## src/hdl/periodic_box_wrap_and_min_image_macros.svh

```systemverilog
// ----------------------------------------------------------------------------
// Periodic box assertion macros
// Concurrent assertion wrappers, compiled out for synthesis.
// ----------------------------------------------------------------------------
`ifndef PERIODIC_BOX_WRAP_AND_MIN_IMAGE_MACROS_SVH
`define PERIODIC_BOX_WRAP_AND_MIN_IMAGE_MACROS_SVH

`ifndef SYNTH
`define PBW_ASSERT_IMPL(name, clk, rst, ante, cons) \
   name: assert property (@(posedge clk) disable iff (rst) (ante) |-> (cons)) \
      else $error("assertion failed");
`define PBW_ASSERT_NEXT(name, clk, rst, ante, cons) \
   name: assert property (@(posedge clk) disable iff (rst) (ante) |=> (cons)) \
      else $error("assertion failed");
`else
`define PBW_ASSERT_IMPL(name, clk, rst, ante, cons)
`define PBW_ASSERT_NEXT(name, clk, rst, ante, cons)
`endif

`endif

```

## src/hdl/pbw_pkg.sv

```systemverilog
// ----------------------------------------------------------------------------
// Periodic box package
// Widths, register indexes, function codes and pipeline control types.
// ----------------------------------------------------------------------------
`timescale 1ns / 1ps
`default_nettype none

package pbw_pkg;

   localparam int COORD_BITS  = 32;
   localparam int FRAC_BITS   = 16;
   localparam int PROD_SHIFT  = FRAC_BITS + 32;
   localparam int LEN_BITS    = 31;
   localparam int INV_BITS    = 33;
   localparam int SEP_BITS    = 31;
   localparam int DIFF_BITS   = COORD_BITS + 1;
   localparam int PROD_BITS   = 2 * DIFF_BITS;
   localparam int QUOT_BITS   = 18;
   localparam int KL_BITS     = QUOT_BITS + LEN_BITS + 1;
   localparam int RES_BITS    = KL_BITS + 2;
   localparam int SQ_BITS     = 2 * COORD_BITS;
   localparam int ROOT_BITS   = COORD_BITS;

   localparam int AXIS_STAGES = 6;
   localparam int SQRT_STAGES = 8;
   localparam int SQRT_STEPS  = 4;
   localparam int PIPE_STAGES = AXIS_STAGES + 2 + SQRT_STAGES;

   localparam logic [INV_BITS-1:0] INV_ONE   = INV_BITS'(64'd1 << 32);
   localparam logic [LEN_BITS-1:0] LEN_RESET = LEN_BITS'(64'd1 << FRAC_BITS);

   localparam logic FUNC_WRAP      = 1'b0;
   localparam logic FUNC_MIN_IMAGE = 1'b1;

   typedef enum logic {
      CSR_BOX_LENGTH     = 1'b0,
      CSR_INV_BOX_LENGTH = 1'b1
   } csr_index_type;

   typedef struct packed {
      logic [AXIS_STAGES-1:0] load;
   } axis_ctrl_type;

   typedef struct packed {
      logic [SQRT_STAGES-1:0] load;
   } sqrt_ctrl_type;

endpackage

`default_nettype wire

```

## src/hdl/pbw_isqrt.sv

```systemverilog
// ----------------------------------------------------------------------------
// Periodic box square root pipeline
// Floor square root of a 64-bit value, four result bits per stage.
// ----------------------------------------------------------------------------
`timescale 1ns / 1ps
`default_nettype none

module pbw_isqrt (
   input  logic                              clock,
   input  pbw_pkg::sqrt_ctrl_type            ctrl,
   input  logic [pbw_pkg::SQ_BITS-1:0]       radicand,
   output logic [pbw_pkg::ROOT_BITS-1:0]     root
);
   import pbw_pkg::*;

   logic [SQ_BITS-1:0] rem_ff [SQRT_STAGES];
   logic [SQ_BITS-1:0] acc_ff [SQRT_STAGES];
   logic [SQ_BITS-1:0] rem_in [SQRT_STAGES];
   logic [SQ_BITS-1:0] acc_in [SQRT_STAGES];

   always_comb begin
      logic [SQ_BITS-1:0] rem, acc, one_bit, trial;
      for (int s = 0; s < SQRT_STAGES; s++) begin
         rem = (s == 0) ? radicand : rem_ff[(s == 0) ? 0 : s - 1];
         acc = (s == 0) ? '0 : acc_ff[(s == 0) ? 0 : s - 1];
         for (int t = 0; t < SQRT_STEPS; t++) begin
            one_bit = SQ_BITS'(1) << (2 * (ROOT_BITS - 1 - s * SQRT_STEPS - t));
            trial   = acc + one_bit;
            if (rem >= trial) begin
               rem = rem - trial;
               acc = (acc >> 1) + one_bit;
            end else begin
               acc = acc >> 1;
            end
         end
         rem_in[s] = rem;
         acc_in[s] = acc;
      end
   end

   always_ff @(posedge clock) begin
      for (int s = 0; s < SQRT_STAGES; s++) begin
         if (ctrl.load[s]) begin
            rem_ff[s] <= rem_in[s];
            acc_ff[s] <= acc_in[s];
         end
      end
   end

   assign root = acc_ff[SQRT_STAGES-1][ROOT_BITS-1:0];

endmodule

`default_nettype wire

```

## config.mk

```make
export PLATFORM = sky130hd
export DESIGN_NAME = pbw_isqrt
export DESIGN_NICKNAME = d
export VERILOG_FILES = /design/src/hdl/periodic_box_wrap_and_min_image_macros.svh /design/src/hdl/pbw_pkg.sv /design/src/hdl/pbw_isqrt.sv
export SDC_FILE = /design/constraint.sdc
export NUM_CORES = 2
export LEC_CHECK = 0
export BUFFER_PORTS_ARGS = -buffer_cell sky130_fd_sc_hd__clkbuf_2
export CAP_MARGIN = 20
export CORE_UTILIZATION = 50
export CTS_CLUSTER_DIAMETER = 40
export CTS_CLUSTER_SIZE = 16
export DETAILED_ROUTE_END_ITERATION = 10
export HOLD_SLACK_MARGIN = 0.05
export PLACE_DENSITY_LB_ADDON = 0.3
export REMOVE_ABC_BUFFERS = 1
export SETUP_SLACK_MARGIN = 0.05
export SKIP_CTS_REPAIR_TIMING = 1
export SLEW_MARGIN = 20
export SYNTH_ARGS = -nofsm -noshare
export SYNTH_HDL_FRONTEND = slang
export SYNTH_SLANG_ARGS = --single-unit
```

## constraint.sdc

```tcl
create_clock -name clock -period 17.1 [get_ports clock]
set_clock_uncertainty 0.15 [all_clocks]
set_input_delay 1.71 -clock clock [delete_from_list [all_inputs] [get_ports clock]]
set_output_delay 1.71 -clock clock [all_outputs]
set_load 0.03 [all_outputs]
```

==> summary.txt <==
fin. max-slew vios -> 0
share of Yosys cell area claimed by the top area cell type -> 26.74%
warning count from the yosys run -> 0
Max FO, Critical Path -> 44
Hold WC Path Type -> reg2reg
number of clock sinks -> 592
Setup crit end -> rem_ff[5][27]
drt pass-1 iters -> 9
Post-Syn Instances -> 8156
crit path DAT -> 16.13 ns
WS Path Type -> reg2reg
die extent in y -> 366.7 um
io pins -> 105
Unique masters post-synth -> 103
most used flip-flop cell after synthesis -> edfxtp_1
Die ar. -> 134400 um2
hold_ws -> 0.2459 ns
Final Core Density -> 54.53%
fin crit share -> 92.79%
Slew HR -> 20.72%
CP startpoint -> acc_ff[1][42]
Post-route DRC -> 0
reg2reg end -> rem_ff[5][27]
cell with the most instances after synthesis -> nor2_1
nets -> 8772
final wirelength -> 233200 um
row cnt -> 133
pin count of the biggest net entering global routing -> 77
cell taking the most area after synthesis -> edfxtp_1
Chip Width -> 366.7 um
top cells by count, synth -> 809 x nor2_1, 747 x a21oi_1, 663 x nand2_1
Worst-path clk slew -> 0.07 ns
RSZ-0062 raised after global routing -> false
post-route ant nets -> 0
initial antenna violation count -> 5
ys async rst share -> 0%
flop2flop setup slack -> 1.23 ns
Seq/Total Area, Yosys -> 26.74%
synth top area cells -> edfxtp_1 27%, ha_1 11%, xnor2_1 6.6%, a21oi_1 5.6%, nor2_1 4.6%
H-tree Lvls -> 3
vias per inst -> 6.461
GRT Overall Usage -> 33.44%
routed via count -> 64310
Area Growth Syn to Fin -> 7.962%
syn_area_per_cell -> 8.152 um2
cells on worst reg2reg path -> 48
synthesized flop and latch total -> 592
DR WL/cell -> 23.43 um
Critical Path Max Stage Delay -> 0.74 ns
Inserted Clock Buffers -> 91
placed insts -> 9783
vias in the first global route -> 60000
CTS tree -> built
first-pass GRT wire length -> 354300 um
data required time of the worst path -> 17.36 ns
Final setup violation count -> 0
worst-margin pin slew -> 1.179 ns
I/O Buffers -> 104
number of synthesized flops with an enable pin -> 592
First DRT Iteration DRCs -> 6714
global route overflow -> 0
share of layout cells above drive strength 1 -> 6.661%
reg-to-reg startpoint -> acc_ff[1][42]
Worst Setup End Kind -> flop
HPWL after DPL -> 189500 um
Max stage delay cell, worst path -> edfxtp_1
root buf cell -> clkbuf_16
Synth Cell Area -> 66490 um2
Core Box Area -> 131600 um2
final non-filler cell total -> 9953
Initial Utilization -> 50.51%
routability congestion estimate from global placement -> 1.022
fmax -> 63.02 MHz
clk_lat worst skew -> 0.73 ns
max cap viols -> 0
status -> finished, final reports clean
Max clock buf depth -> 3
Startpoint Class -> flop
minimum clock period -> 15.87 ns
Final Hold Viols -> 0
setup TNS -> 0 ns
-- cell usage in the layout, fill, tap and decap left out, types with 95 or more instances in the layout --
cell type	instances
a21o_1	283
a21oi_1	747
clkbuf_2	98
edfxtp_1	592
ha_1	577
inv_1	374
nand2_1	662
nand2b_1	95
nand3_1	248
nand4_1	213
nor2_1	809
nor3_1	214
nor4_1	145
o21ai_0	438
xnor2_1	498
xor2_1	299
-- metal layers --
layer / GRT usage (%) / wire, um / up-vias / part of all wire, %
met5: 0 / 13 / - / 0.0056
met4: 15.26 / 11070 / 2 / 4.7
met3: 3.770 / 15690 / 507 / 6.7
met2: 54.78 / 106800 / 2683 / 46
met1: 44.11 / 99570 / 30660 / 43
li1: - / - / 30460 / -
-- worst min-delay path by stage --
stage / start / end / cells past startpoint
6_report: acc_ff[1][97] / acc_ff[1][157] / 0
5_1_grt: acc_ff[1][97] / acc_ff[1][157] / 0
4_1_cts: acc_ff[1][97] / acc_ff[1][157] / 0
3_5_place_dp: rem_ff[5][2] / rem_ff[6][2] / 0
3_3_place_gp: rem_ff[5][2] / rem_ff[6][2] / 0
2_1_floorplan: rem_ff[5][2] / rem_ff[6][2] / 0
-- flip-flops by register name (all words and copies together) (netlist names) --
| register | flops |
|---|---|
| acc_ff | 144 |
| rem_ff | 448 |
-- through the flow --
stage	worst slack [ns]	cell area, um2
after floorplan	0.7895	65170
after global placement	1.420	68480
after CTS	1.464	71770
after detailed placement	1.523	68480
after global routing	0.1028	71780
final	1.232	71780
-- final cells by class --
cell class                 count  area, um2
timing repair buffer         177       1079
clock inverter                74       1003
antenna                        1      2.502
inverter                     382       1434
tap                         1755       2196
multi-input combinational   6878      46000
fill                       12340      59850
sequential                   592      17780
clock buffer                  94       2288
-- logic make-up (layout without fill, tap and decap cells) --
| family | Yosys count | after routing | synth area share, % |
|---|---|---|---|
| AND/OR/NAND/NOR | 3035 | 3035 | 22.99 |
| AO/OA/AOI/OAI | 2357 | 2357 | 22.90 |
| XOR/XNOR | 797 | 797 | 10.50 |
| buffers and inverters | 686 | 727 | 4.140 |
| flip-flops | 592 | 592 | 26.74 |
| adder cells (fa/ha/maj) | 577 | 577 | 10.86 |
| multiplexers | 112 | 112 | 1.871 |
| other | 0 | 1 | 0 |
-- worst max-delay path: cells and delay by family (launching register included) --
kind	cells	cell delay [ns]
AOI/OAI and AO/OA	26	6.83
adders and majority gates	4	1.57
buffers and inverters	5	1.77
DFF	1	0.74
muxes	1	0.53
and+or+nand+nor	12	3.88
Power is left out: the tool's default activity adds up to more than one toggle a clock period on the data nets, which glitch-free logic cannot reach.
