### config.mk
export PLATFORM = sky130hd
export DESIGN_NAME = pbw_axis
export DESIGN_NICKNAME = d
export VERILOG_FILES = /design/src/hdl/periodic_box_wrap_and_min_image_macros.svh /design/src/hdl/pbw_pkg.sv /design/src/hdl/pbw_axis.sv
export SDC_FILE = /design/constraint.sdc
export NUM_CORES = 2
export LEC_CHECK = 0
export BUFFER_PORTS_ARGS = -buffer_cell sky130_fd_sc_hd__clkbuf_2
export CORE_ASPECT_RATIO = 1.4
export CORE_MARGIN = 2
export CORE_UTILIZATION = 60
export CTS_BUF_LIST = sky130_fd_sc_hd__clkbuf_8 sky130_fd_sc_hd__clkbuf_16
export DETAILED_ROUTE_END_ITERATION = 8
export PLACE_DENSITY = 0.87
export SYNTH_ARGS = -nofsm -noshare
export SYNTH_HDL_FRONTEND = slang
export SYNTH_SLANG_ARGS = --single-unit
### constraint.sdc
create_clock -name clock -period 31.4 [get_ports clock]
set_clock_uncertainty 0.1 [all_clocks]
set_input_delay 6.28 -clock clock [delete_from_list [all_inputs] [get_ports clock]]
set_output_delay 6.28 -clock clock [all_outputs]
set_load 0.02 [all_outputs]
### src/hdl/periodic_box_wrap_and_min_image_macros.svh
// ----------------------------------------------------------------------------
// Periodic box assertion macros
// Concurrent assertion wrappers, compiled out for synthesis.
// ----------------------------------------------------------------------------
`ifndef PERIODIC_BOX_WRAP_AND_MIN_IMAGE_MACROS_SVH
`define PERIODIC_BOX_WRAP_AND_MIN_IMAGE_MACROS_SVH

`ifndef SYNTH
`define PBW_ASSERT_IMPL(name, clk, rst, ante, cons) \
   name: assert property (@(posedge clk) disable iff (rst) (ante) |-> (cons)) \
      else $error("assertion failed");
`define PBW_ASSERT_NEXT(name, clk, rst, ante, cons) \
   name: assert property (@(posedge clk) disable iff (rst) (ante) |=> (cons)) \
      else $error("assertion failed");
`else
`define PBW_ASSERT_IMPL(name, clk, rst, ante, cons)
`define PBW_ASSERT_NEXT(name, clk, rst, ante, cons)
`endif

`endif

### src/hdl/pbw_pkg.sv
// ----------------------------------------------------------------------------
// Periodic box package
// Widths, register indexes, function codes and pipeline control types.
// ----------------------------------------------------------------------------
`timescale 1ns / 1ps
`default_nettype none

package pbw_pkg;

   localparam int COORD_BITS  = 32;
   localparam int FRAC_BITS   = 16;
   localparam int PROD_SHIFT  = FRAC_BITS + 32;
   localparam int LEN_BITS    = 31;
   localparam int INV_BITS    = 33;
   localparam int SEP_BITS    = 31;
   localparam int DIFF_BITS   = COORD_BITS + 1;
   localparam int PROD_BITS   = 2 * DIFF_BITS;
   localparam int QUOT_BITS   = 18;
   localparam int KL_BITS     = QUOT_BITS + LEN_BITS + 1;
   localparam int RES_BITS    = KL_BITS + 2;
   localparam int SQ_BITS     = 2 * COORD_BITS;
   localparam int ROOT_BITS   = COORD_BITS;

   localparam int AXIS_STAGES = 6;
   localparam int SQRT_STAGES = 8;
   localparam int SQRT_STEPS  = 4;
   localparam int PIPE_STAGES = AXIS_STAGES + 2 + SQRT_STAGES;

   localparam logic [INV_BITS-1:0] INV_ONE   = INV_BITS'(64'd1 << 32);
   localparam logic [LEN_BITS-1:0] LEN_RESET = LEN_BITS'(64'd1 << FRAC_BITS);

   localparam logic FUNC_WRAP      = 1'b0;
   localparam logic FUNC_MIN_IMAGE = 1'b1;

   typedef enum logic {
      CSR_BOX_LENGTH     = 1'b0,
      CSR_INV_BOX_LENGTH = 1'b1
   } csr_index_type;

   typedef struct packed {
      logic [AXIS_STAGES-1:0] load;
   } axis_ctrl_type;

   typedef struct packed {
      logic [SQRT_STAGES-1:0] load;
   } sqrt_ctrl_type;

endpackage

`default_nettype wire

### src/hdl/pbw_axis.sv
// ----------------------------------------------------------------------------
// Periodic box axis pipeline
// Six-stage wrap or minimum-image reduction of one coordinate.
// ----------------------------------------------------------------------------
`timescale 1ns / 1ps
`default_nettype none

module pbw_axis (
   input  logic                                     clock,
   input  pbw_pkg::axis_ctrl_type                   ctrl,
   input  logic                                     func,
   input  logic signed [pbw_pkg::COORD_BITS-1:0]    a,
   input  logic signed [pbw_pkg::COORD_BITS-1:0]    b,
   input  logic        [pbw_pkg::LEN_BITS-1:0]      box_length,
   input  logic        [pbw_pkg::INV_BITS-1:0]      inv_box_length,
   output logic signed [pbw_pkg::COORD_BITS-1:0]    result
);
   import pbw_pkg::*;

   localparam logic [PROD_BITS:0] BIAS_CEIL = (PROD_BITS'(1) << PROD_SHIFT) - 1'b1;
   localparam logic [PROD_BITS:0] BIAS_HALF = PROD_BITS'(1) << (PROD_SHIFT - 1);
   localparam logic signed [RES_BITS-1:0] SAT_HI =
      RES_BITS'((64'sd1 <<< (COORD_BITS - 1)) - 64'sd1);
   localparam logic signed [RES_BITS-1:0] SAT_LO = -SAT_HI - RES_BITS'(1);

   logic                        func1_ff, func2_ff, func3_ff, func4_ff, func5_ff;
   logic signed [DIFF_BITS-1:0] diff1_ff, diff2_ff, diff3_ff, diff4_ff;
   logic signed [DIFF_BITS-1:0] diff1_in;
   logic                        neg2_ff;
   logic [PROD_BITS-1:0]        prod2_ff, prod2_in;
   logic [DIFF_BITS-1:0]        mag;
   logic [PROD_BITS:0]          bias, biased;
   logic [QUOT_BITS-2:0]        quot;
   logic signed [QUOT_BITS-1:0] quot3_ff, quot3_in;
   logic signed [KL_BITS-1:0]   kl4_ff, kl4_in;
   logic signed [RES_BITS-1:0]  res5_ff, res5_in, res_raw, res6, len, half, neg_half;
   logic signed [COORD_BITS-1:0] result_ff, result_in;

   always_comb begin
      len      = RES_BITS'($signed({1'b0, box_length}));
      half     = len >>> 1;
      neg_half = -((len + RES_BITS'(1)) >>> 1);

      if (func == FUNC_MIN_IMAGE) begin
         diff1_in = DIFF_BITS'(a) - DIFF_BITS'(b);
      end else begin
         diff1_in = DIFF_BITS'(a);
      end

      mag      = diff1_ff[DIFF_BITS-1] ? DIFF_BITS'(-diff1_ff) : DIFF_BITS'(diff1_ff);
      prod2_in = PROD_BITS'(mag) * PROD_BITS'(inv_box_length);

      if (func2_ff == FUNC_MIN_IMAGE) begin
         bias = BIAS_HALF;
      end else if (neg2_ff) begin
         bias = BIAS_CEIL;
      end else begin
         bias = '0;
      end
      biased   = {1'b0, prod2_ff} + bias;
      quot     = biased[PROD_SHIFT +: QUOT_BITS-1];
      quot3_in = neg2_ff ? -$signed({1'b0, quot}) : $signed({1'b0, quot});

      kl4_in = KL_BITS'(quot3_ff) * KL_BITS'($signed({1'b0, box_length}));

      res_raw = RES_BITS'(diff4_ff) - RES_BITS'(kl4_ff);
      res5_in = res_raw;
      if (func4_ff == FUNC_MIN_IMAGE) begin
         if (res_raw > half) res5_in = res_raw - len;
      end else begin
         if (res_raw >= len) res5_in = res_raw - len;
      end

      res6 = res5_ff;
      if (func5_ff == FUNC_MIN_IMAGE) begin
         if (res5_ff <= neg_half) res6 = res5_ff + len;
      end else begin
         if (res5_ff < 0) res6 = res5_ff + len;
      end
      priority if (res6 > SAT_HI) begin
         result_in = COORD_BITS'(SAT_HI);
      end else if (res6 < SAT_LO) begin
         result_in = COORD_BITS'(SAT_LO);
      end else begin
         result_in = COORD_BITS'(res6);
      end
   end

   always_ff @(posedge clock) begin
      if (ctrl.load[0]) begin
         func1_ff <= func;
         diff1_ff <= diff1_in;
      end
      if (ctrl.load[1]) begin
         func2_ff <= func1_ff;
         diff2_ff <= diff1_ff;
         neg2_ff  <= diff1_ff[DIFF_BITS-1];
         prod2_ff <= prod2_in;
      end
      if (ctrl.load[2]) begin
         func3_ff <= func2_ff;
         diff3_ff <= diff2_ff;
         quot3_ff <= quot3_in;
      end
      if (ctrl.load[3]) begin
         func4_ff <= func3_ff;
         diff4_ff <= diff3_ff;
         kl4_ff   <= kl4_in;
      end
      if (ctrl.load[4]) begin
         func5_ff <= func4_ff;
         res5_ff  <= res5_in;
      end
      if (ctrl.load[5]) begin
         result_ff <= result_in;
      end
   end

   assign result = result_ff;

endmodule

`default_nettype wire

==> impl_metrics.json <==
{
  "portBuffers": 167,
  "wirelength_mm": 221,
  "ctsResizeCount": 0,
  "clock_latency_ns": 0.63,
  "synth_ff_type": "edfxtp_1",
  "dpl_cell_area_um2": 81200,
  "synth.net_count": 10700,
  "drv_slew": 0,
  "track_usage_pct": 33.9,
  "cp-start-kind": "input port",
  "synth_simple_gate_area_share_pct": 16.4,
  "crit_fanout": 33,
  "synthMuxAreaShare_pct": 1.03,
  "synth_area_per_cell_um2": 9.33,
  "regToRegEndpoint": "prod2_ff[63]$_DFFE_PP_",
  "dr.first_iter.drc_count": 4561,
  "routabilityCongestion": 0.986,
  "max_slew_margin_pct": 7.98,
  "clk_pin_slew_ns": 0.07,
  "dp.cells": 10100,
  "crit_start": "inv_box_length[0]",
  "drive_gt1_share_pct": 5.31,
  "critPathMaxStageDelay_ns": 0.58,
  "hpwl_mm": 176,
  "r2r_slack_ns": 19.45,
  "fillCellCount": 10300,
  "fin_crit_sh_pct": 46.9,
  "ant_nets": 0,
  "cts_setup_buffers": 0,
  "status": "complete, no violations",
  "area_growth_pct": 4.74,
  "final_common_cell": "inv_1",
  "layout_common_cells": "inv_1 (1597), fa_1 (1425), nand2_1 (1010), and2_1 (836), ha_1 (696)",
  "dieArea_um2": 134000,
  "syn-cell-area_um2": 78800,
  "grt_pass1_wl_mm": 351,
  "initial_core_util_pct": 60.3,
  "max_cap_violations": 0,
  "hold_path.class": "flop to flop",
  "detail_route.wl_per_cell_um": 21.8,
  "synthXorXnorAreaFrac_pct": 3.86,
  "async_reset_ff_share_pct": 0,
  "coreArea_um2": 131000,
  "hold_viol_final": 0,
  "grt_pass1_vias": 67200,
  "vias_per_cell": 6.02,
  "rows": 157,
  "rsz0062_at_grt": "false",
  "fmax_mhz": 67.8,
  "synth_cells": 8446,
  "chipWidth_um": 310,
  "synth.distinct_cells": 99,
  "ys_seq_area_share_pct": 13.5,
  "worstRegToRegCells": 36,
  "htree_levels": 2,
  "setup_tns_ns": 0,
  "required_ns": 31.66,
  "slowest_stage": "fa_1",
  "finalInstanceArea_um2": 82500,
  "drtPass1Iterations": 8,
  "cts_root_buf": "clkbuf_16",
  "hold_buffers": 0,
  "max-clock-path-buffers": 3,
  "num-nets-final": 10600,
  "timing.rr.start": "diff1_ff[10]$_DFFE_PP_",
  "stdcell_count": 10100,
  "fin_crit_ns": 14.74,
  "synth-adder-area-share_pct": 47.3,
  "whs_endpoint": "diff4_ff[12]$_DFFE_PP_",
  "cts_tree": "built",
  "ys_seq_elements": 354,
  "io_pins": 168,
  "critPathKind": "input port to flop",
  "synth_top_family_by_area": "adder cells",
  "worst_pin_slew_ns": 1.38,
  "yosysWarnings": 0,
  "vias": 61100,
  "cts_sinks": 354,
  "gr-total-overflow": 0,
  "antenna_found_initial": 7,
  "synth_compound_area_share_pct": 8.51,
  "chipHeight_um": 433,
  "worst_setup_path_end_kind": "flop",
  "min-delay-start": "diff3_ff[12]$_DFFE_PP_",
  "numCtsBuffers": 37,
  "route.detailed.drc": 0,
  "hold_depth": 0,
  "synth_edf_count": 354,
  "cp_common_cell": "fa_1",
  "grt_max_degree": 68,
  "cp_data_arrival_time_ns": 15.00,
  "setup_viol": 0
}
metal layers:
metal | part of all wire, % | up-vias | track usage [%] | wire, um
li1 | - | 26400 | - | -
met1 | 33 | 30300 | 37.2 | 73600
met2 | 49 | 3323 | 59.0 | 109000
met3 | 9.0 | 1135 | 6.69 | 20000
met4 | 8.3 | 4 | 23.2 | 18400
met5 | 0.012 | - | 0 | 27
cell usage after synthesis (41+ instances only):
cell type  number  area (um^2)
nand4_1        56          350
nor2b_1        41          257
and3_1         59          369
nand3_1        92          460
fa_1         1425        28500
nand2_1      1010         3790
o21a_1         42          315
a21o_1        184         1380
a21oi_1       285         1430
nor2_1        230          863
and2_1        836         5230
edfxtp_1      354        10600
o21ai_0       195          976
inv_1        1589         5960
ha_1          696         8710
xnor2_1       264         2310
xor2_1         83          727
nor3_1         61          305
clkbuf_1      361         1360
through the flow:
step / hold slack, ns / utilization [%] / worst slack (ns)
2_1_floorplan: 0.300 / - / 17.29
3_3_place_gp: 0.300 / 62.2 / 16.28
3_5_place_dp: 0.305 / 62.2 / 16.10
4_1_cts: 0.314 / 63.1 / 16.77
5_1_grt: 0.317 / 63.1 / 16.22
6_report: 0.301 / 63.2 / 16.66
worst max-delay path by stage:
stage | cells after the start | end
detailed placement | 28 | result[0]$_SDFFCE_PN1P_
CTS | 28 | result[0]$_SDFFCE_PN1P_
global placement | 28 | result[0]$_SDFFCE_PN1P_
floorplan | 29 | prod2_ff[63]$_DFFE_PP_
finish | 30 | prod2_ff[63]$_DFFE_PP_
global route | 29 | result[0]$_SDFFCE_PN1P_
flip-flops by register name, indices dropped and copies added (netlist names), 18 cells and up:
| name | count |
|---|---|
| quot3_ff | 18 |
| result | 32 |
| diff3_ff | 33 |
| diff1_ff | 33 |
| res5_ff | 52 |
| diff4_ff | 33 |
| diff2_ff | 33 |
| prod2_ff | 65 |
| kl4_ff | 50 |
logic make-up after synthesis:
group / after synthesis
flip-flops: 354
buffers and inverters: 1971
AO/OA/AOI/OAI: 1023
multiplexers: 69
XOR/XNOR: 347
AND/OR/NAND/NOR: 2561
adder cells (fa/ha/maj): 2121
critical path, delay by kind of cell:
family          cells  cell delay, ns
buf+inv             7            1.03
simple gates        3            0.72
compound gates     10            2.48
fa+ha+maj           9            4.35
xor+xnor            1            0.10
layout make-up:
type	count	area [um^2]	area share, %
antenna	6	15.0	0.0182
clock buffer	37	926	1.12
clock inverter	31	338	0.409
inverter	1590	5970	7.23
multi-input combinational	6121	61000	73.9
sequential	354	10600	12.9
tap	1749	2190	2.65
timing repair buffer	250	1460	1.77
Power is not shown: default switching activity piles up to over one toggle a cycle in this logic, so the estimate is an artifact.
